===== src/rtl/box_filter_3x3_stream_core_assert.svh =====
// Assertion macros shared by the box filter RTL.
// Each macro expects clk and rst_n in the enclosing module scope.
`ifndef BOX_FILTER_3X3_STREAM_CORE_ASSERT_SVH
`define BOX_FILTER_3X3_STREAM_CORE_ASSERT_SVH

// Same-cycle implication, disabled during reset
`define BF3_ASSERT_IMP(lbl, ante, cons, msg) \
  lbl: assert property (@(posedge clk) disable iff (!rst_n) (ante) |-> (cons)) \
    else $error(msg);

// Next-cycle implication, disabled during reset
`define BF3_ASSERT_NXT(lbl, ante, cons, msg) \
  lbl: assert property (@(posedge clk) disable iff (!rst_n) (ante) |=> (cons)) \
    else $error(msg);

`endif


===== src/rtl/bf3_pkg.sv =====
// Shared types and constants of the 3x3 box filter.
// No dependencies; used by the interfaces and every RTL module.
package bf3_pkg;

  // Field widths
  localparam int PIX_W      = 8;
  localparam int OUT_W      = 12;
  localparam int SUM_W      = 12;
  localparam int CNT_W      = 4;
  localparam int FW_W       = 11;
  localparam int FH_W       = 12;
  localparam int MODE_W     = 2;
  localparam int CFG_IDX_W  = 2;
  localparam int CFG_DATA_W = 12;

  // Register indexes
  localparam logic [CFG_IDX_W-1:0] REG_FRAME_WIDTH  = 2'd0;
  localparam logic [CFG_IDX_W-1:0] REG_FRAME_HEIGHT = 2'd1;
  localparam logic [CFG_IDX_W-1:0] REG_BORDER_MODE  = 2'd2;

  // Register reset values
  localparam logic [FW_W-1:0]   FW_RST   = 11'd640;
  localparam logic [FH_W-1:0]   FH_RST   = 12'd480;
  localparam logic [MODE_W-1:0] MODE_RST = 2'd0;

  // Border modes (code 3 behaves as replicate)
  localparam logic [MODE_W-1:0] MODE_REPLICATE = 2'd0;
  localparam logic [MODE_W-1:0] MODE_NEIGHBOR  = 2'd1;
  localparam logic [MODE_W-1:0] MODE_COPY      = 2'd2;

  // Item operations
  localparam logic OP_PIXEL = 1'b0;
  localparam logic OP_DRAIN = 1'b1;

  // Full 3x3 neighborhood count
  localparam logic [CNT_W-1:0] CNT_FULL = 4'd9;

  // Odd factor of the divisor
  localparam logic [1:0] DIV_BY1 = 2'd0;
  localparam logic [1:0] DIV_BY3 = 2'd1;
  localparam logic [1:0] DIV_BY9 = 2'd2;

  // Queue between front and back
  localparam int QUEUE_DEPTH = 4;
  localparam int QPTR_W      = 2;
  localparam int QCNT_W      = 3;

  // Per-item control decided by the front end
  typedef struct packed {
    logic wr_en;       // shift window and update line stores
    logic has_out;     // item yields a result
    logic up;          // row above result is in the image
    logic down;        // row below result is in the image
    logic left;        // column left of result is in the image
    logic right;       // column right of result is in the image
    logic row_last;
    logic frame_last;
  } bf3_flags_t;

endpackage


===== src/rtl/bf3_queue.sv =====
// Short FIFO that decouples the front end from the filter back end.
// Depends on bf3_pkg and the assertion macro header.
module bf3_queue #(
  parameter int W = 16
) (
  input  logic         clk,
  input  logic         rst_n,
  input  logic         push,
  input  logic [W-1:0] push_data,
  output logic         full,
  input  logic         pop,
  output logic         head_valid,
  output logic [W-1:0] head_data
);

  localparam int DEPTH = bf3_pkg::QUEUE_DEPTH;

  logic [W-1:0]                   mem_r [DEPTH];
  logic [bf3_pkg::QPTR_W-1:0]     wr_ptr_r, rd_ptr_r;
  logic [bf3_pkg::QCNT_W-1:0]     cnt_r, cnt_nxt;

  assign full       = cnt_r == bf3_pkg::QCNT_W'(DEPTH);
  assign head_valid = cnt_r != '0;
  assign head_data  = mem_r[rd_ptr_r];

  // Entry storage
  always_ff @(posedge clk) begin
    if (push) begin
      mem_r[wr_ptr_r] <= push_data;
    end
  end

  // Occupancy
  always_comb begin
    cnt_nxt = cnt_r;
    if (push && !pop) begin
      cnt_nxt = cnt_r + bf3_pkg::QCNT_W'(1);
    end else if (pop && !push) begin
      cnt_nxt = cnt_r - bf3_pkg::QCNT_W'(1);
    end
  end

  always_ff @(posedge clk) begin
    if (!rst_n) begin
      wr_ptr_r <= '0;
      rd_ptr_r <= '0;
      cnt_r    <= '0;
    end else begin
      if (push) wr_ptr_r <= wr_ptr_r + bf3_pkg::QPTR_W'(1);
      if (pop)  rd_ptr_r <= rd_ptr_r + bf3_pkg::QPTR_W'(1);
      cnt_r <= cnt_nxt;
    end
  end

`include "box_filter_3x3_stream_core_assert.svh"
  `BF3_ASSERT_IMP(a_q_bound, 1'b1, cnt_r <= bf3_pkg::QCNT_W'(DEPTH), "queue count overflow")
  `BF3_ASSERT_IMP(a_q_no_underflow, pop, cnt_r != '0, "pop from empty queue")
  `BF3_ASSERT_IMP(a_q_no_overflow, push, !full, "push into full queue")

endmodule


===== config.mk =====
export PLATFORM = sky130hd
export DESIGN_NAME = bf3_queue
export DESIGN_NICKNAME = d
export VERILOG_FILES = /design/src/rtl/bf3_pkg.sv /design/src/rtl/bf3_queue.sv
export VERILOG_INCLUDE_DIRS = /design/src /design/src/rtl
export SDC_FILE = /design/constraint.sdc
export NUM_CORES = 1
export LEC_CHECK = 0
export BUFFER_PORTS_ARGS = -buffer_cell sky130_fd_sc_hd__buf_4
export CORE_ASPECT_RATIO = 1.4
export CORE_UTILIZATION = 45
export CTS_BUF_LIST = sky130_fd_sc_hd__clkbuf_16
export DETAILED_ROUTE_END_ITERATION = 7
export PLACE_DENSITY = 0.67
export SETUP_SLACK_MARGIN = 0.1
export SLEW_MARGIN = 5
export SYNTH_ARGS = -nofsm -noshare
export SYNTH_HDL_FRONTEND = slang
export SYNTH_SLANG_ARGS = --single-unit
export TNS_END_PERCENT = 30

===== constraint.sdc =====
create_clock -name clk -period 1.37 [get_ports clk]
set_input_delay 0.0685 -clock clk [delete_from_list [all_inputs] [get_ports clk]]
set_output_delay 0.0685 -clock clk [all_outputs]
set_load 0.03 [all_outputs]

Yosys cells after proc, flatten, opt, wreduce, memory -nomap -nowiden
Memory sizes are Yosys's and may differ from the RTL's. A register that Yosys moved wholly into a read port is not among the register bits. Index checks and enable logic that the tools add are counted.

Bits in registers: 7. Bits in writable memories: 64. Input bits: 20. Output and inout bits: 18. Logic and storage cells: 21. Memories: 1.

Memory list: mem_r (depth 4, width 16, rd ports 1, clocked after memory_dff 1, wr ports 1, line bf3_queue.sv:18) `logic [W-1:0] mem_r [DEPTH];`.

Add/subtract/negate cells: 4. Equality and inequality tests: 1. Mux-type cells: 6. Reduce and logical (&&, ||, !) cells: 6.

Operator list (number): two-way mux 3 bit (2); adder 2 x 1 -> 2 bit, second input constant (2); two-way mux 2 bit (2); adder 3 x 1 -> 3 bit, second input constant (1); equality test 3 bit, second input constant (1); nonzero test 3 bit (1); subtractor 3 x 1 -> 3 bit, second input constant (1); logical AND 1 bit (2); zero test 1 bit (2); two-way mux 1 bit (2); nonzero test 2 bit (1).

Longest topological paths before layout
Word-level depth: 4. Depth in mapped cells: 7. Mapped depth without buffers: 7.

Least setup slack after synthesis
OpenSTA, ideal clock, no wires.

Kind: register to register. Start point: register cnt_r[0] (netlist name). End point: register cnt_r[2] (netlist name). Setup time: 0.076 ns. Arrival: 1.331 ns. Data required time: 1.294 ns. Setup slack: -0.036 ns. Stages on the path, launching flop included: 5. Path buffers: 0. Clock period less this slack: 1.406 ns. Cells stage by stage: dfxtp_1 fa_1 xor2_1 or3_1 a21boi_0.

Cells in the longest elaborated chain, start to end: 3. Elaborated cells between the ends (all ways): 4. Those cells by class: 2 x add/sub; 2 x mux.

RTL lines: start: declaration (line bf3_queue.sv:20) `logic [bf3_pkg::QCNT_W-1:0] cnt_r, cnt_nxt;`; start signal: assignment (line bf3_queue.sv:51) `cnt_r <= cnt_nxt;`; subtractor 3 x 1 -> 3 bit (line bf3_queue.sv:39) `cnt_nxt = cnt_r - bf3_pkg::QCNT_W'(1);`; two-way mux 3 bit (line bf3_queue.sv:38) `end else if (pop && !push) begin`; two-way mux 3 bit (*) (line bf3_queue.sv:36) `if (push && !pop) begin`.

Mark *: on every way between the ends. The rest lies on a longest branch, timed or not. The select of a mux whose other input is x is not followed. A chain may end at the register's enable or synchronous reset.

==> run summary <==
Status = finished with violations
Failing checks = negative setup slack
Hold Crit Depth = 4
Site Rows = 33
Power Density = 1500 nW/um2
DP Cell Count = 242
Most common cell after layout, fill and taps aside = edfxtp_1
Cell type with the highest aggregate area in the netlist = edfxtp_1
Global-route wire length before repair = 7190 um
WL/cell = 17.0 um
Final WL = 4700 um
H-tree levels = 3
Die Span X = 68.6 um
Starting Density = 0.473
Sequential area share after synthesis = 0.753
Max FO, Critical Path = 7
Grt ovf = 0
Final WS setup = -0.201 ns
CTS max path bufs = 2
GRT Overall Usage = 0.162
Final max-slew violation count = 0
Clk_skew = 0.00663 ns
Post-Synth Simple-Gate Area = 0.0332
Synth Instances = 127
WS Path Type = flop to primary output
Slew @ Worst Pin = 0.264 ns
Core area = 5900 um2
Root Driver = clkbuf_16
Vias = 1414
CP Launch Type = flop
Worst Path Required = 1.30 ns
Largest family of logic cells by synthesized area = multiplexers
DR pass1 iterations = 4
Area Overhead vs Synth = 35.8%
Hold Fails Final Rpt = 0
Worst Path Arrival = 1.50 ns
Most area-consuming cells after synthesis = edfxtp_1 69%, mux4_2 8.1%, dfxtp_1 6.5%, mux4_1 5.6%, ha_1 2.2%
Synth warn = 0
Via density = 5.12
Commonest cells after routing, fill and taps aside = 64 x edfxtp_1, 25 x buf_4, 21 x buf_6, 17 x dlygate4sd3_1, 16 x mux4_2
Placed Area = 3240 um2
Distinct cells, synth = 20
Fmax = 0.636 GHz
Slew margin rel. = 0.824
Post-Synth XOR/XNOR Area = 0.0157
CTS tree = built
N_diodes = 0
Min cycle time layout = 1.57 ns
Synthesized Nets = 153
Complex-gate fraction of the synthesized area = 0.00448
Clk sink count = 73
Clock latency on the worst-skew pair = 0.32 ns
Die Height = 95.2 um
Synthesized area = 2790 um2
HP Class = input pin to flop
Cell Count, Final, Fillers Out = 276
Remaining antenna violation count = 0
Adder-cell share of the synthesized area = 0.0296
Initial antenna violation count = 0
Clock transition at path regs = 0.05 ns
Leak pwr = 0.00139 uW
Synthesized flop and latch total = 73
Nets@finish = 227
Port buffer count = 37
Dpl hpwl = 2900 um
Setup violations, final = 16
CTS Buf Count = 9
# IOs = 38
RSZ-0062 raised after global routing = true
Crit end category = primary output
Starting DRC count in detailed routing = 61
DRC errors left = 0
Placer Congestion = 0.628
Period utilisation layout = 1.15
Avg Cell Area, Syn = 22.0 um2
Post-synthesis mux area share = 0.144
Largest net degree at the start of global routing = 17
R2R depth = 4
Vias in the first global route = 1549
Finished Cell Area = 3790 um2
Max-Cap Viols = 0
Synth top area share = 0.688
Share of cells above drive strength 1 = 0.432
VDD IR max = 0.681 mV
Die ar. = 6530 um2
## kinds of logic after synthesis
group | Yosys count
compound gates | 2
xor+xnor | 5
fa+ha+maj | 6
buf+inv | 8
flops | 73
mux | 18
simple gates | 15
## where the power goes
group          internal [uW]  total [uW]  switching, uW
combinational            475         922            447
sequential              2550        2600           47.1
clock                   1370        2150            781
## sequential cells by signal (all words and copies together) (netlist names), named ones only
signal / flops
mem_r: 64
rd_ptr_r: 2
cnt_r: 3
wr_ptr_r: 2
## cell type report
type / instances / area, um2
clock inverters: 7 / 55.1
inverters: 4 / 15.0
multi-input cells: 46 / 638
well taps: 70 / 87.6
repair buffers: 67 / 664
fillers: 420 / 2110
clock buffers: 9 / 225
flip-flops and latches: 73 / 2110
## cells in the mapped netlist (all sizes together)
cell	instances
edfxtp	64
mux4	16
and2	9
dfxtp	9
ha	5
buf	4
inv	4
xor2	3
mux2i	2
nor2b	2
or3	2
xnor2	2
a21boi	1
fa	1
nand2	1
nor3b	1
o21ai	1
## stage by stage
| step | utilization | hold WS, ns | power [uW] | TNS [ns] | worst slack (ns) |
|---|---|---|---|---|---|
| floorplan | - | 0.167 | 3110 | 0 | 0.0255 |
| global placement | 0.548 | 0.267 | 3370 | -0.0293 | -0.0293 |
| CTS | 0.637 | 0.193 | 5710 | -3.29 | -0.228 |
| global route | 0.643 | 0.221 | 5880 | -3.67 | -0.240 |
| finish | 0.643 | 0.191 | 5680 | -2.92 | -0.201 |
| detailed placement | 0.548 | 0.275 | 3410 | -0.386 | -0.218 |
## worst max-delay path, cell delays in order (launching register included)
cell and delay (ns):
dfxtp_4 0.36, buf_8 0.14, mux4_2 0.52, buf_6 0.16
## metal layers
metal,wire length [um],vias to the layer above,global-route usage
met3,188,9,0.0478
met5,0,-,0
met2,2620,39,0.279
met1,1810,717,0.177
li1,-,649,-
met4,79,0,0.0781
## path summary, 6_finish.rpt
path              startpoint           end  slack [ns]
hold / removal          push   wr_ptr_r[1]        0.19
setup / recovery        flop  head_data[2]       -0.20
setup reg to reg    cnt_r[1]      cnt_r[2]           0
hold reg to reg     cnt_r[2]      cnt_r[2]        0.55
## what timing repair did
action / 4_1_cts / 5_1_grt
pin swaps: 2 / 0
endpoints found under the hold margin: 65 / 0
setup endpoints to repair: 60 / 51
cloned: 0 / 0
setup buffers: 1 / 0
resized for setup: 34 / 8
hold buffers: 17 / 0
No activity file was read; power rests on OpenSTA's default activity.
