File: config.mk
export PLATFORM = sky130hd
export DESIGN_NAME = bf3_front_flat
export DESIGN_NICKNAME = d
export VERILOG_FILES = /design/src/rtl/bf3_pkg.sv /design/src/rtl/bf3_if.sv /design/src/rtl/bf3_front.sv /design/src/flat_wrapper.sv
export VERILOG_INCLUDE_DIRS = /design/src /design/src/rtl
export SDC_FILE = /design/constraint.sdc
export NUM_CORES = 1
export LEC_CHECK = 0
export BUFFER_PORTS_ARGS = -buffer_cell sky130_fd_sc_hd__buf_2
export CAP_MARGIN = 40
export CORE_MARGIN = 5
export CORE_UTILIZATION = 55
export DETAILED_ROUTE_END_ITERATION = 10
export PLACE_DENSITY = 0.85
export SYNTH_ARGS = -nofsm -noshare
export SYNTH_HDL_FRONTEND = slang
export SYNTH_SLANG_ARGS = --single-unit
File: constraint.sdc
create_clock -name clk -period 8.2 [get_ports clk]
set_input_delay 1.23 -clock clk [delete_from_list [all_inputs] [get_ports clk]]
set_output_delay 1.23 -clock clk [all_outputs]
set_load 0.05 [all_outputs]
File: src/rtl/box_filter_3x3_stream_core_assert.svh
// Assertion macros shared by the box filter RTL.
// Each macro expects clk and rst_n in the enclosing module scope.
`ifndef BOX_FILTER_3X3_STREAM_CORE_ASSERT_SVH
`define BOX_FILTER_3X3_STREAM_CORE_ASSERT_SVH

// Same-cycle implication, disabled during reset
`define BF3_ASSERT_IMP(lbl, ante, cons, msg) \
  lbl: assert property (@(posedge clk) disable iff (!rst_n) (ante) |-> (cons)) \
    else $error(msg);

// Next-cycle implication, disabled during reset
`define BF3_ASSERT_NXT(lbl, ante, cons, msg) \
  lbl: assert property (@(posedge clk) disable iff (!rst_n) (ante) |=> (cons)) \
    else $error(msg);

`endif

File: src/rtl/bf3_pkg.sv
// Shared types and constants of the 3x3 box filter.
// No dependencies; used by the interfaces and every RTL module.
package bf3_pkg;

  // Field widths
  localparam int PIX_W      = 8;
  localparam int OUT_W      = 12;
  localparam int SUM_W      = 12;
  localparam int CNT_W      = 4;
  localparam int FW_W       = 11;
  localparam int FH_W       = 12;
  localparam int MODE_W     = 2;
  localparam int CFG_IDX_W  = 2;
  localparam int CFG_DATA_W = 12;

  // Register indexes
  localparam logic [CFG_IDX_W-1:0] REG_FRAME_WIDTH  = 2'd0;
  localparam logic [CFG_IDX_W-1:0] REG_FRAME_HEIGHT = 2'd1;
  localparam logic [CFG_IDX_W-1:0] REG_BORDER_MODE  = 2'd2;

  // Register reset values
  localparam logic [FW_W-1:0]   FW_RST   = 11'd640;
  localparam logic [FH_W-1:0]   FH_RST   = 12'd480;
  localparam logic [MODE_W-1:0] MODE_RST = 2'd0;

  // Border modes (code 3 behaves as replicate)
  localparam logic [MODE_W-1:0] MODE_REPLICATE = 2'd0;
  localparam logic [MODE_W-1:0] MODE_NEIGHBOR  = 2'd1;
  localparam logic [MODE_W-1:0] MODE_COPY      = 2'd2;

  // Item operations
  localparam logic OP_PIXEL = 1'b0;
  localparam logic OP_DRAIN = 1'b1;

  // Full 3x3 neighborhood count
  localparam logic [CNT_W-1:0] CNT_FULL = 4'd9;

  // Odd factor of the divisor
  localparam logic [1:0] DIV_BY1 = 2'd0;
  localparam logic [1:0] DIV_BY3 = 2'd1;
  localparam logic [1:0] DIV_BY9 = 2'd2;

  // Queue between front and back
  localparam int QUEUE_DEPTH = 4;
  localparam int QPTR_W      = 2;
  localparam int QCNT_W      = 3;

  // Per-item control decided by the front end
  typedef struct packed {
    logic wr_en;       // shift window and update line stores
    logic has_out;     // item yields a result
    logic up;          // row above result is in the image
    logic down;        // row below result is in the image
    logic left;        // column left of result is in the image
    logic right;       // column right of result is in the image
    logic row_last;
    logic frame_last;
  } bf3_flags_t;

endpackage

File: src/rtl/bf3_if.sv
// Valid/ready stream interfaces for the box filter input and result channels.
// Depends on bf3_pkg for field widths.
interface bf3_in_if;
  logic                      valid;
  logic                      ready;
  logic                      operation;
  logic [bf3_pkg::PIX_W-1:0] pixel;

  modport source (output valid, output operation, output pixel, input ready);
  modport sink   (input valid, input operation, input pixel, output ready);
endinterface


File: src/rtl/bf3_front.sv
// Front end: accepts items, tracks the raster position and classifies each item.
// Depends on bf3_pkg, bf3_in_if and the assertion macro header.
module bf3_front #(
  parameter int MAX_WIDTH = 1024
) (
  input  logic                       clk,
  input  logic                       rst_n,
  input  logic                       restart,
  input  logic [bf3_pkg::FW_W-1:0]   frame_width,
  input  logic [bf3_pkg::FH_W-1:0]   frame_height,
  bf3_in_if.sink                     in_ch,
  input  logic                       q_full,
  output logic                       push,
  output logic [$clog2(MAX_WIDTH)-1:0] push_addr,
  output logic [bf3_pkg::PIX_W-1:0]  push_pixel,
  output bf3_pkg::bf3_flags_t        push_flags
);

  localparam int ADDR_W = $clog2(MAX_WIDTH);
  localparam int CW     = ADDR_W + 1;
  localparam int FH_W   = bf3_pkg::FH_W;
  localparam int VR_W   = FH_W + 1;

  logic [CW-1:0]     ew, ew_m1;
  logic [FH_W-1:0]   eh, eh_m1;
  logic [ADDR_W-1:0] col_r, col_nxt;
  logic [FH_W-1:0]   row_r, row_nxt;
  logic [CW-1:0]     drn_r, drn_nxt;
  logic [CW-1:0]     col_inc;
  logic              accept, draining, skip, tail, vc0, row_last;
  logic [ADDR_W-1:0] vc, co;
  logic [VR_W-1:0]   vr, ro_full;
  logic [FH_W-1:0]   ro;

  // Effective frame size
  always_comb begin
    if (frame_width == '0) begin
      ew = CW'(1);
    end else if (32'(frame_width) > 32'(MAX_WIDTH)) begin
      ew = CW'(MAX_WIDTH);
    end else begin
      ew = CW'(frame_width);
    end
    eh = (frame_height == '0) ? FH_W'(1) : frame_height;
  end
  assign ew_m1 = ew - CW'(1);
  assign eh_m1 = eh - FH_W'(1);

  // Handshake
  assign in_ch.ready = !q_full;
  assign accept      = in_ch.valid && in_ch.ready;

  // Classification
  assign draining = row_r >= eh;
  assign skip     = (in_ch.operation == bf3_pkg::OP_DRAIN) && !draining;
  assign tail     = draining && (drn_r >= ew);

  always_comb begin
    if (tail) begin
      vc = '0;
      vr = VR_W'(eh) + VR_W'(1);
    end else if (draining) begin
      vc = drn_r[ADDR_W-1:0];
      vr = VR_W'(eh);
    end else begin
      vc = col_r;
      vr = VR_W'(row_r);
    end
  end

  // Result position: last column two rows back, or previous column one row back
  assign vc0      = vc == '0;
  assign ro_full  = vc0 ? (vr - VR_W'(2)) : (vr - VR_W'(1));
  assign ro       = ro_full[FH_W-1:0];
  assign co       = vc0 ? ew_m1[ADDR_W-1:0] : (vc - ADDR_W'(1));
  assign row_last = {1'b0, co} == ew_m1;

  always_comb begin
    push_flags.wr_en      = !tail;
    push_flags.has_out    = vc0 ? (vr >= VR_W'(2)) : (vr != '0);
    push_flags.up         = ro != '0;
    push_flags.down       = ro != eh_m1;
    push_flags.left       = co != '0;
    push_flags.right      = !row_last;
    push_flags.row_last   = row_last;
    push_flags.frame_last = row_last && (ro == eh_m1);
  end

  assign push       = accept && !skip;
  assign push_addr  = vc;
  assign push_pixel = draining ? '0 : in_ch.pixel;

  // Position update
  assign col_inc = {1'b0, col_r} + CW'(1);
  always_comb begin
    col_nxt = col_r;
    row_nxt = row_r;
    drn_nxt = drn_r;
    if (restart) begin
      col_nxt = '0;
      row_nxt = '0;
      drn_nxt = '0;
    end else if (push) begin
      if (tail) begin
        col_nxt = '0;
        row_nxt = '0;
        drn_nxt = '0;
      end else if (draining) begin
        drn_nxt = drn_r + CW'(1);
      end else if (col_inc >= ew) begin
        col_nxt = '0;
        row_nxt = row_r + FH_W'(1);
        drn_nxt = '0;
      end else begin
        col_nxt = col_inc[ADDR_W-1:0];
      end
    end
  end

  always_ff @(posedge clk) begin
    if (!rst_n) begin
      col_r <= '0;
      row_r <= '0;
      drn_r <= '0;
    end else begin
      col_r <= col_nxt;
      row_r <= row_nxt;
      drn_r <= drn_nxt;
    end
  end

`include "box_filter_3x3_stream_core_assert.svh"
  `BF3_ASSERT_IMP(a_col_in_row, 1'b1, {1'b0, col_r} < ew, "column past frame width")
  `BF3_ASSERT_IMP(a_row_in_frame, 1'b1, row_r <= eh, "row past frame height")
  `BF3_ASSERT_NXT(a_tail_restart, accept && tail && !restart, (row_r == '0) && (drn_r == '0), "frame end did not restart position")

endmodule

File: src/flat_wrapper.sv
// flat-port wrapper written by rule: the top's interface ports become plain ports
module bf3_front_flat 
#(
  parameter int MAX_WIDTH = 1024
)
  (clk, rst_n, restart, frame_width, frame_height, q_full, push, push_addr, push_pixel, push_flags, in_ch_valid, in_ch_operation, in_ch_pixel, in_ch_ready);
  bf3_in_if in_ch_i ();
  input  logic clk;
  input  logic rst_n;
  input  logic restart;
  input  logic [bf3_pkg::FW_W-1:0] frame_width;
  input  logic [bf3_pkg::FH_W-1:0] frame_height;
  input  logic q_full;
  output logic push;
  output logic [$clog2(MAX_WIDTH)-1:0] push_addr;
  output logic [bf3_pkg::PIX_W-1:0] push_pixel;
  output bf3_pkg::bf3_flags_t push_flags;
  input wire logic [$bits(in_ch_i.valid)-1:0] in_ch_valid;
  input wire logic [$bits(in_ch_i.operation)-1:0] in_ch_operation;
  input wire logic [$bits(in_ch_i.pixel)-1:0] in_ch_pixel;
  output wire logic [$bits(in_ch_i.ready)-1:0] in_ch_ready;
  assign in_ch_i.valid = in_ch_valid;
  assign in_ch_i.operation = in_ch_operation;
  assign in_ch_i.pixel = in_ch_pixel;
  assign in_ch_ready = in_ch_i.ready;
  bf3_front #(.MAX_WIDTH(MAX_WIDTH)) u_core (.clk(clk), .rst_n(rst_n), .restart(restart), .frame_width(frame_width), .frame_height(frame_height), .in_ch(in_ch_i), .q_full(q_full), .push(push), .push_addr(push_addr), .push_pixel(push_pixel), .push_flags(push_flags));
endmodule
---- Word-level counts from Yosys, hierarchy flattened ----
Index checks and enable logic that the tools add are counted.
operators by class
  mux-type cells .......................... 20
  order comparisons ....................... 5
  divide/modulo/power cells ............... 0
  bitwise logic cells ..................... 1
  add/subtract/negate cells ............... 9
  reductions and logical operators ........ 22
  $mul .................................... 0
  shifts and indexed selects .............. 0
  equality and inequality tests ........... 4
operators by type and width
  operator                                                                 count
  12-bit two-way mux                                                       6
  10-bit two-way mux                                                       6
  11-bit two-way mux                                                       5
  12-bit by 1-bit subtractor with 12-bit output (second input constant)    2
  11-bit >= comparator                                                     2
  12-bit by 1-bit adder with 13-bit output (second input constant)         1
  13-bit by 2-bit >= comparator with 1-bit output (second input constant)  1
  13-bit two-way mux                                                       1
  13-bit nonzero test                                                      1
  12-bit by 1-bit adder with 12-bit output (second input constant)         1
  12-bit equality test                                                     1
  12-bit >= comparator                                                     1
  12-bit logical NOT                                                       1
  12-bit inequality test                                                   1
  12-bit nonzero test                                                      1
  12-bit by 2-bit subtractor with 12-bit output (second input constant)    1
  10-bit by 1-bit adder with 11-bit output (second input constant)         1
  11-bit by 1-bit adder with 11-bit output (second input constant)         1
  10-bit by 11-bit equality test with 1-bit output                         1
  11-bit > comparator (second input constant)                              1
  11-bit logical NOT                                                       1
  11-bit by 1-bit subtractor with 11-bit output (second input constant)    1
  10-bit logical NOT                                                       1
  10-bit nonzero test                                                      1
  12 further kinds                                                         21
word-level totals
  flip-flop bits (word level) ............. 33
  memories kept ........................... 0
  memory bits (read-only) ................. 0
  bits in latches ......................... 0
  output and inout port bits .............. 28
  memory bits (writable) .................. 0
  logic and storage cells ................. 64

---- Longest topological paths before layout ----
Gate-level depths: netlist (run 1).
  depth after elaboration ................. 10
  mapped depth ............................ 25
  depth with buffers taken out ............ 23

---- Worst setup path before layout (run 1) ----
Ideal clock, no wire load.
  kind .................................... input-to-output
  from .................................... input port frame_height[5] (netlist bit)
  to ...................................... output port push_flags[0] (netlist bit)
  arrival time ............................ 7316 ps
  data required time ...................... 6970 ps
  buffers on the path ..................... 4
  slack ................................... -346 ps
  stages on the path ...................... 24
  cells stage by stage .................... buf_2 -> nor4_4 -> a41oi_2 -> inv_2 -> ha_1 -> nor2_1 -> a21oi_1 -> o31a_4 -> nor2_4 -> clkbuf_1 -> clkbuf_1 -> o21a_1 -> ha_1 -> nor4b_1 -> nand2_1 -> nor4_1 -> nand3_1 -> a32oi_2 -> o221ai_1 -> or2_0 -> clkbuf_1 -> o41ai_1 -> o21ai_1 -> nor4_1
RTL lines
  what             line                text
  start, declared  flat_wrapper.sv:12  input logic [bf3_pkg::FH_W-1:0] frame_height;
  end, declared    flat_wrapper.sv:17  output bf3_pkg::bf3_flags_t push_flags;

==> impl_metrics.env, run 1 <==
export IMPL_synth_cell_types=88
export IMPL_synth_compound_area_share_pct=26.9
export IMPL_muxShareOfSynthArea_pct=1.35
export IMPL_avgViaCountPerCell=6.59
export IMPL_gr_total_overflow=0
export IMPL_power_uw=407
export IMPL_drc=0
export IMPL_path_clk_slew_ps=70
export IMPL_start_util_pct=56.2
export IMPL_grt_pass1_wl_mm=26.3
export IMPL_p_sw_uw=143
export IMPL_die_h_um=107
export IMPL_synth_xor_area_share_pct=12.1
export IMPL_yosysSeqAreaShare_pct=12.7
export IMPL_rsz0062_at_grt="no"
export IMPL_first_pass_iters=5
export IMPL_internal_power_uw=264
export IMPL_yosysTopAreaCell="dfxtp_1"
export IMPL_slew_headroom_pct=54.2
export IMPL_gp_congestion=1.03
export IMPL_die_area_mm2=0.0115
export IMPL_drt_initial_drc_count=710
export IMPL_busiest_layer="met2"
export IMPL_finalHoldViolations=0
export IMPL_final_cell_mix="64 x buf_2, 63 x nor2_1, 60 x nand2_1, 44 x xnor2_1, 43 x ha_1"
export IMPL_dp_hpwl_mm=13.2
export IMPL_finalCriticalPeriod_ps=7670
export IMPL_wl_per_cell_um=18.8
export IMPL_grt_util_met3_pct=5.96
export IMPL_cts_max_level=2
export IMPL_cts_tree="done"
export IMPL_synthAdderAreaFrac_pct=10.4
export IMPL_synth_avg_cell_area_um2=7.21
export IMPL_clockBufferDepth=2
export IMPL_core_area_mm2=0.00924
export IMPL_antenna_found_initial=0
export IMPL_arrival_ps=6440
export IMPL_swShare_pct=35.1
export IMPL_ys_warn_count=0
export IMPL_grt_pass1_vias=5300
export IMPL_cp_required_ps=6970
export IMPL_fin_nets=836
export IMPL_drive_gt1_share_pct=15.9
export IMPL_cts_sinks=33
export IMPL_slew_violations=0
export IMPL_synth_top_family_by_area="simple AND/OR/NAND/NOR gates"
export IMPL_synth_seq_cells=33
export IMPL_clockRootBuffer="clkbuf_8"
export IMPL_use_met2_pct=42.9
export IMPL_syn2layout_area_growth_pct=8.79
export IMPL_ant_nets=0
export IMPL_leakage_uw=0.00231
export IMPL_synth_cells=721
export IMPL_synth_edf_count=0
export IMPL_max_freq_mhz=130
export IMPL_clk_latency_ps=290
export IMPL_pwr_share_clk_pct=29.1
export IMPL_grt_max_degree=34
export IMPL_grt_util_all_layers_pct=28.0
export IMPL_power_density_mw_per_mm2=72.0
export IMPL_fin_cells=886
export IMPL_criticalPathCategory="input pin to output pin"
export IMPL_holdCritPathClass="flip-flop to flip-flop"
export IMPL_end_kind="output pin"
export IMPL_synth_area_top_cells="dfxtp_1 13%, ha_1 10%, xnor2_1 7.4%"
export IMPL_numCtsBuffers=5
export IMPL_fin_area_mm2=0.00565
export IMPL_via_count=5838
export IMPL_cap_violations=0
export IMPL_start_kind="input pin"
export IMPL_fin_skew_ps=8.72
export IMPL_timing_hold_ws_ps=590
export IMPL_fp_dieW_um=107
export IMPL_grt_use_met1_pct=39.2
export IMPL_p_comb_share_pct=31.4
export IMPL_syn_area_mm2=0.00520
export IMPL_synth_ff_type="dfxtp_1"
export IMPL_tns_ps=0
export IMPL_synth_simple_gate_area_share_pct=29.8
export IMPL_worst_slew_pin_slew_ps=681
export IMPL_routed_wl_mm=16.6
export IMPL_num_rows=35
export IMPL_dpl_cell_count=877
export IMPL_finalSetupViolations=0
export IMPL_path_max_fanout=13
export IMPL_timing_final_crit_share_pct=93.6
export IMPL_syn_nets=801
export IMPL_final_common_cell="buf_2"
export IMPL_p_seq_share_pct=39.5
export IMPL_outcome="finished clean"
export IMPL_ios=65
export IMPL_synth_top_cell_area_share_pct=12.7
export IMPL_n_antenna_cell=0
export IMPL_async_flop_share_pct=0
export IMPL_place_area_mm2=0.00554
export IMPL_ir_drop_uv=129
export IMPL_io_buffers=64
## worst paths after layout
kind                        start               end  slack [ps]  cells past startpoint
setup reg to reg  u_core.col_r[0]  u_core.row_r[11]        3930                     14
setup / recovery  frame_height[5]     push_flags[4]         530                     22
hold / removal    u_core.col_r[6]   u_core.col_r[6]         590                      2
hold reg to reg   u_core.col_r[6]   u_core.col_r[6]         590                      2
## flip-flops by register name, indices dropped and copies added, names as in the netlist
register / cells
u_core.row_r: 12
u_core.col_r: 10
u_core.drn_r: 11
## metal layers
metal / wire length [um] / share of wire, %
met1: 6970 / 42
met5: 0 / 0
met4: 436 / 2.6
met2: 7360 / 44
met3: 1860 / 11
## critical path: stages
cell and delay, ps:
buf_2 160, nor4_4 370, a41oi_2 280, inv_2 110, ha_1 220, nor2_1 80, a21oi_1 120, o31a_4 380
o2111ai_1 300, and2_1 230, ha_1 270, nor4b_1 300, nand2_1 120, nor4_1 240, nand3_1 160, a32oi_2 210
o221ai_1 200, or2_0 340, o41ai_1 390, o21ai_1 150, or3_1 350, buf_2 210
## power by group through the flow
stage	clock network, uW	registers [uW]	logic, uW
after CTS	122	161	125
final	118	161	128
after global routing	128	161	139
after global placement	0	164	121
after floorplan	0	164	91.9
after detailed placement	0	164	124
## cell usage after synthesis (all sizes together), types with 25 or more instances
cell	n
nor3	33
dfxtp	33
xnor2	44
nand3	36
o21ai	39
nand2	63
a21oi	40
inv	34
nor2	65
clkbuf	25
ha	43
xor2	25
## repair_timing
item	4_1_cts	5_1_grt
setup endpoints to repair	0	2
hold buffers	0	0
setup buffers	0	1
resized for setup	0	3
## area by class of cell
| cell class | count | area (um2) |
|---|---|---|
| clock inverter | 1 | 7.51 |
| clock buffer | 7 | 76.3 |
| tap | 129 | 161 |
| fill | 847 | 3590 |
| multi-input combinational | 605 | 4210 |
| timing repair buffer | 74 | 395 |
| inverter | 37 | 144 |
| sequential | 33 | 661 |
## logic make-up (layout without fill, tap and decap cells)
| family | Yosys count | count (layout) |
|---|---|---|
| adders and majority gates | 43 | 43 |
| xor gates and xnor gates | 70 | 70 |
| buffers and inverters | 83 | 119 |
| muxes | 7 | 7 |
| AOI/OAI and AO/OA | 187 | 187 |
| and+or+nand+nor | 298 | 298 |
| DFF | 33 | 33 |
## per-stage QoR
step	setup slack [ps]	utilization, %
5_1_grt	33.7	61.2
6_report	526	61.2
3_5_place_dp	553	60.0
2_1_floorplan	213	-
3_3_place_gp	733	60.0
4_1_cts	530	60.9
No activity file was read; power rests on OpenSTA's default activity.
==> run 2: changes to the inputs <==
Settings changed: CORE_ASPECT_RATIO set to 0.7.
==> impl_metrics.env, run 2 (synthesis gave the netlist of run 1 again) <==
export IMPL_outcome="finished clean"
export IMPL_antenna_found_initial=0
export IMPL_slew_violations=0
export IMPL_dp_hpwl_mm=14.2
export IMPL_critical_path_reg2reg_startpoint="u_core.col_r[0]"
export IMPL_path_delay_family="simple AND/OR/NAND/NOR gates"
export IMPL_clk_latency_ps=270
export IMPL_clockBufferDepth=2
export IMPL_fin_ws_ps=302
export IMPL_fin_area_mm2=0.00568
export IMPL_criticalPathCategory="input pin to output pin"
export IMPL_via_count=5840
export IMPL_p_sw_uw=146
export IMPL_drive_gt1_share_pct=15.5
export IMPL_grt_util_all_layers_pct=29.2
export IMPL_path_max_fanout=13
export IMPL_cts_max_level=2
export IMPL_final_cell_mix="64 x buf_2, 63 x nor2_1, 60 x nand2_1, 44 x xnor2_1, 43 x ha_1"
export IMPL_power_density_mw_per_mm2=81.5
export IMPL_r2r_slack_ps=3810
export IMPL_slew_headroom_pct=48.8
export IMPL_drt_initial_drc_count=904
export IMPL_gp_congestion=1.08
export IMPL_max_freq_mhz=127
export IMPL_end_kind="output pin"
export IMPL_grt_pass1_vias=5256
export IMPL_place_ws_ps=426
export IMPL_swShare_pct=31.5
export IMPL_cp_buffers_inverters=3
export IMPL_avgViaCountPerCell=6.64
export IMPL_n_antenna_cell=0
export IMPL_cts_tree="done"
export IMPL_postCtsHoldBufs=0
export IMPL_ir_drop_uv=181
export IMPL_routed_wl_mm=17.7
export IMPL_power_uw=462
export IMPL_slowest_delay_ps=410
export IMPL_r2r_end="u_core.row_r[11]"
export IMPL_timing_final_crit_share_pct=96.3
export IMPL_cp_required_ps=6970
export IMPL_io_buffers=64
export IMPL_fp_dieW_um=126
export IMPL_gr_total_overflow=0
export IMPL_fillCellCount=819
export IMPL_finalCriticalPeriod_ps=7900
export IMPL_core_area_mm2=0.00914
export IMPL_fin_nets=834
export IMPL_leakage_uw=0.00232
export IMPL_pwr_share_clk_pct=37.4
export IMPL_critical_path_cell_chain="buf_2, nor4_2, a41oi_2, inv_2, ha_1, nor2_1, a21oi_1, o31a_4, o2111ai_1, and2_1, ha_1, nor4b_1, nand2_1, nor4_1, nand3_1, a32oi_2, o221ai_1, or2_0, o41ai_1, o21ai_1, or3_1, buf_2"
export IMPL_clockRootBuffer="clkbuf_16"
export IMPL_crit_path_top_delay_cell="nor4_2"
export IMPL_holdCritPathClass="flip-flop to flip-flop"
export IMPL_regMostFlops="u_core.row_r"
export IMPL_first_pass_iters=7
export IMPL_numCtsBuffers=5
export IMPL_start_util_pct=56.8
export IMPL_rr_worst_depth=14
export IMPL_drc=0
export IMPL_p_seq_share_pct=34.9
export IMPL_finalHoldViolations=0
export IMPL_final_common_cell="buf_2"
export IMPL_place_area_mm2=0.00553
export IMPL_rsz0062_at_grt="no"
export IMPL_grt_max_degree=30
export IMPL_finalSetupViolations=0
export IMPL_holdCritStartpoint="u_core.col_r[6]"
export IMPL_worst_slew_pin_slew_ps=749
export IMPL_largest_reg_flops=12
export IMPL_ios=65
export IMPL_start_kind="input pin"
export IMPL_num_rows=29
export IMPL_die_h_um=91.3
export IMPL_arrival_ps=6670
export IMPL_die_area_mm2=0.0115
export IMPL_worstHoldPathCells=2
export IMPL_grt_pass1_wl_mm=27.8
export IMPL_wl_per_cell_um=20.1
export IMPL_fin_skew_ps=3.83
export IMPL_cap_violations=0
export IMPL_reg_top3="u_core.row_r x12, u_core.drn_r x11, u_core.col_r x10"
export IMPL_whs_endpoint="u_core.col_r[6]"
export IMPL_syn2layout_area_growth_pct=9.22
export IMPL_ant_nets=0
export IMPL_tns_ps=0
export IMPL_cts_sinks=33
export IMPL_internal_power_uw=317
export IMPL_p_comb_share_pct=27.8
export IMPL_path_clk_slew_ps=50
==> run 2: timing repair <==
action                     in CTS  in global routing
setup buffers                   0                  0
setup endpoints to repair       0                  1
resized for setup               0                  2
==> run 2: metrics by stage <==
step                std cells  hold WS (ps)  utilization [%]
global route              879           586             62.1
global placement          871           535             60.4
detailed placement        871           552             60.4
floorplan                 721           488                -
CTS                       879           558             61.9
finish                    879           563             62.1
==> run 2: how the worst max path moves through the flow <==
| stage | cells past startpoint | to | start |
|---|---|---|---|
| 2_1_floorplan | 24 | push_flags[0] | frame_height[5] |
| 3_3_place_gp | 24 | push_flags[4] | frame_width[3] |
| 3_5_place_dp | 24 | push_flags[4] | frame_width[3] |
| 4_1_cts | 24 | push_flags[4] | frame_width[3] |
| 5_1_grt | 22 | push_flags[4] | frame_height[6] |
| 6_report | 22 | push_flags[4] | frame_height[6] |
==> run 2: area by class of cell <==
type | instances | area (um2) | share of cell area [%]
repair buffers | 72 | 380 | 6.70
multi-input cells | 605 | 4200 | 74.0
inverters | 37 | 144 | 2.54
clock buffers | 8 | 136 | 2.40
well taps | 124 | 155 | 2.73
flip-flops and latches | 33 | 661 | 11.6
==> run 2: worst reg2reg max path, delay by kind of cell, from the launching register on <==
family | cells | cell delay, ps
xor gates and xnor gates | 1 | 170
buffers and inverters | 1 | 150
AOI/OAI and AO/OA | 4 | 1370
DFF | 1 | 560
adders and majority gates | 2 | 570
and+or+nand+nor | 6 | 1520
==> run 2: metal layers <==
layer,vias to the layer above,share of wire [%],GRT usage [%]
met2,369,40,40.9
met5,-,0,0
met1,2705,44,44.9
met3,41,14,7.39
met4,0,1.7,5.09
li1,2725,-,-
==> run 2: power groups by stage <==
stage	combinational, uW	sequential [uW]	clock (uW)
floorplan	91.9	164	0
global placement	123	164	0
CTS	125	161	174
detailed placement	125	164	0
global route	139	161	183
finish	128	161	173
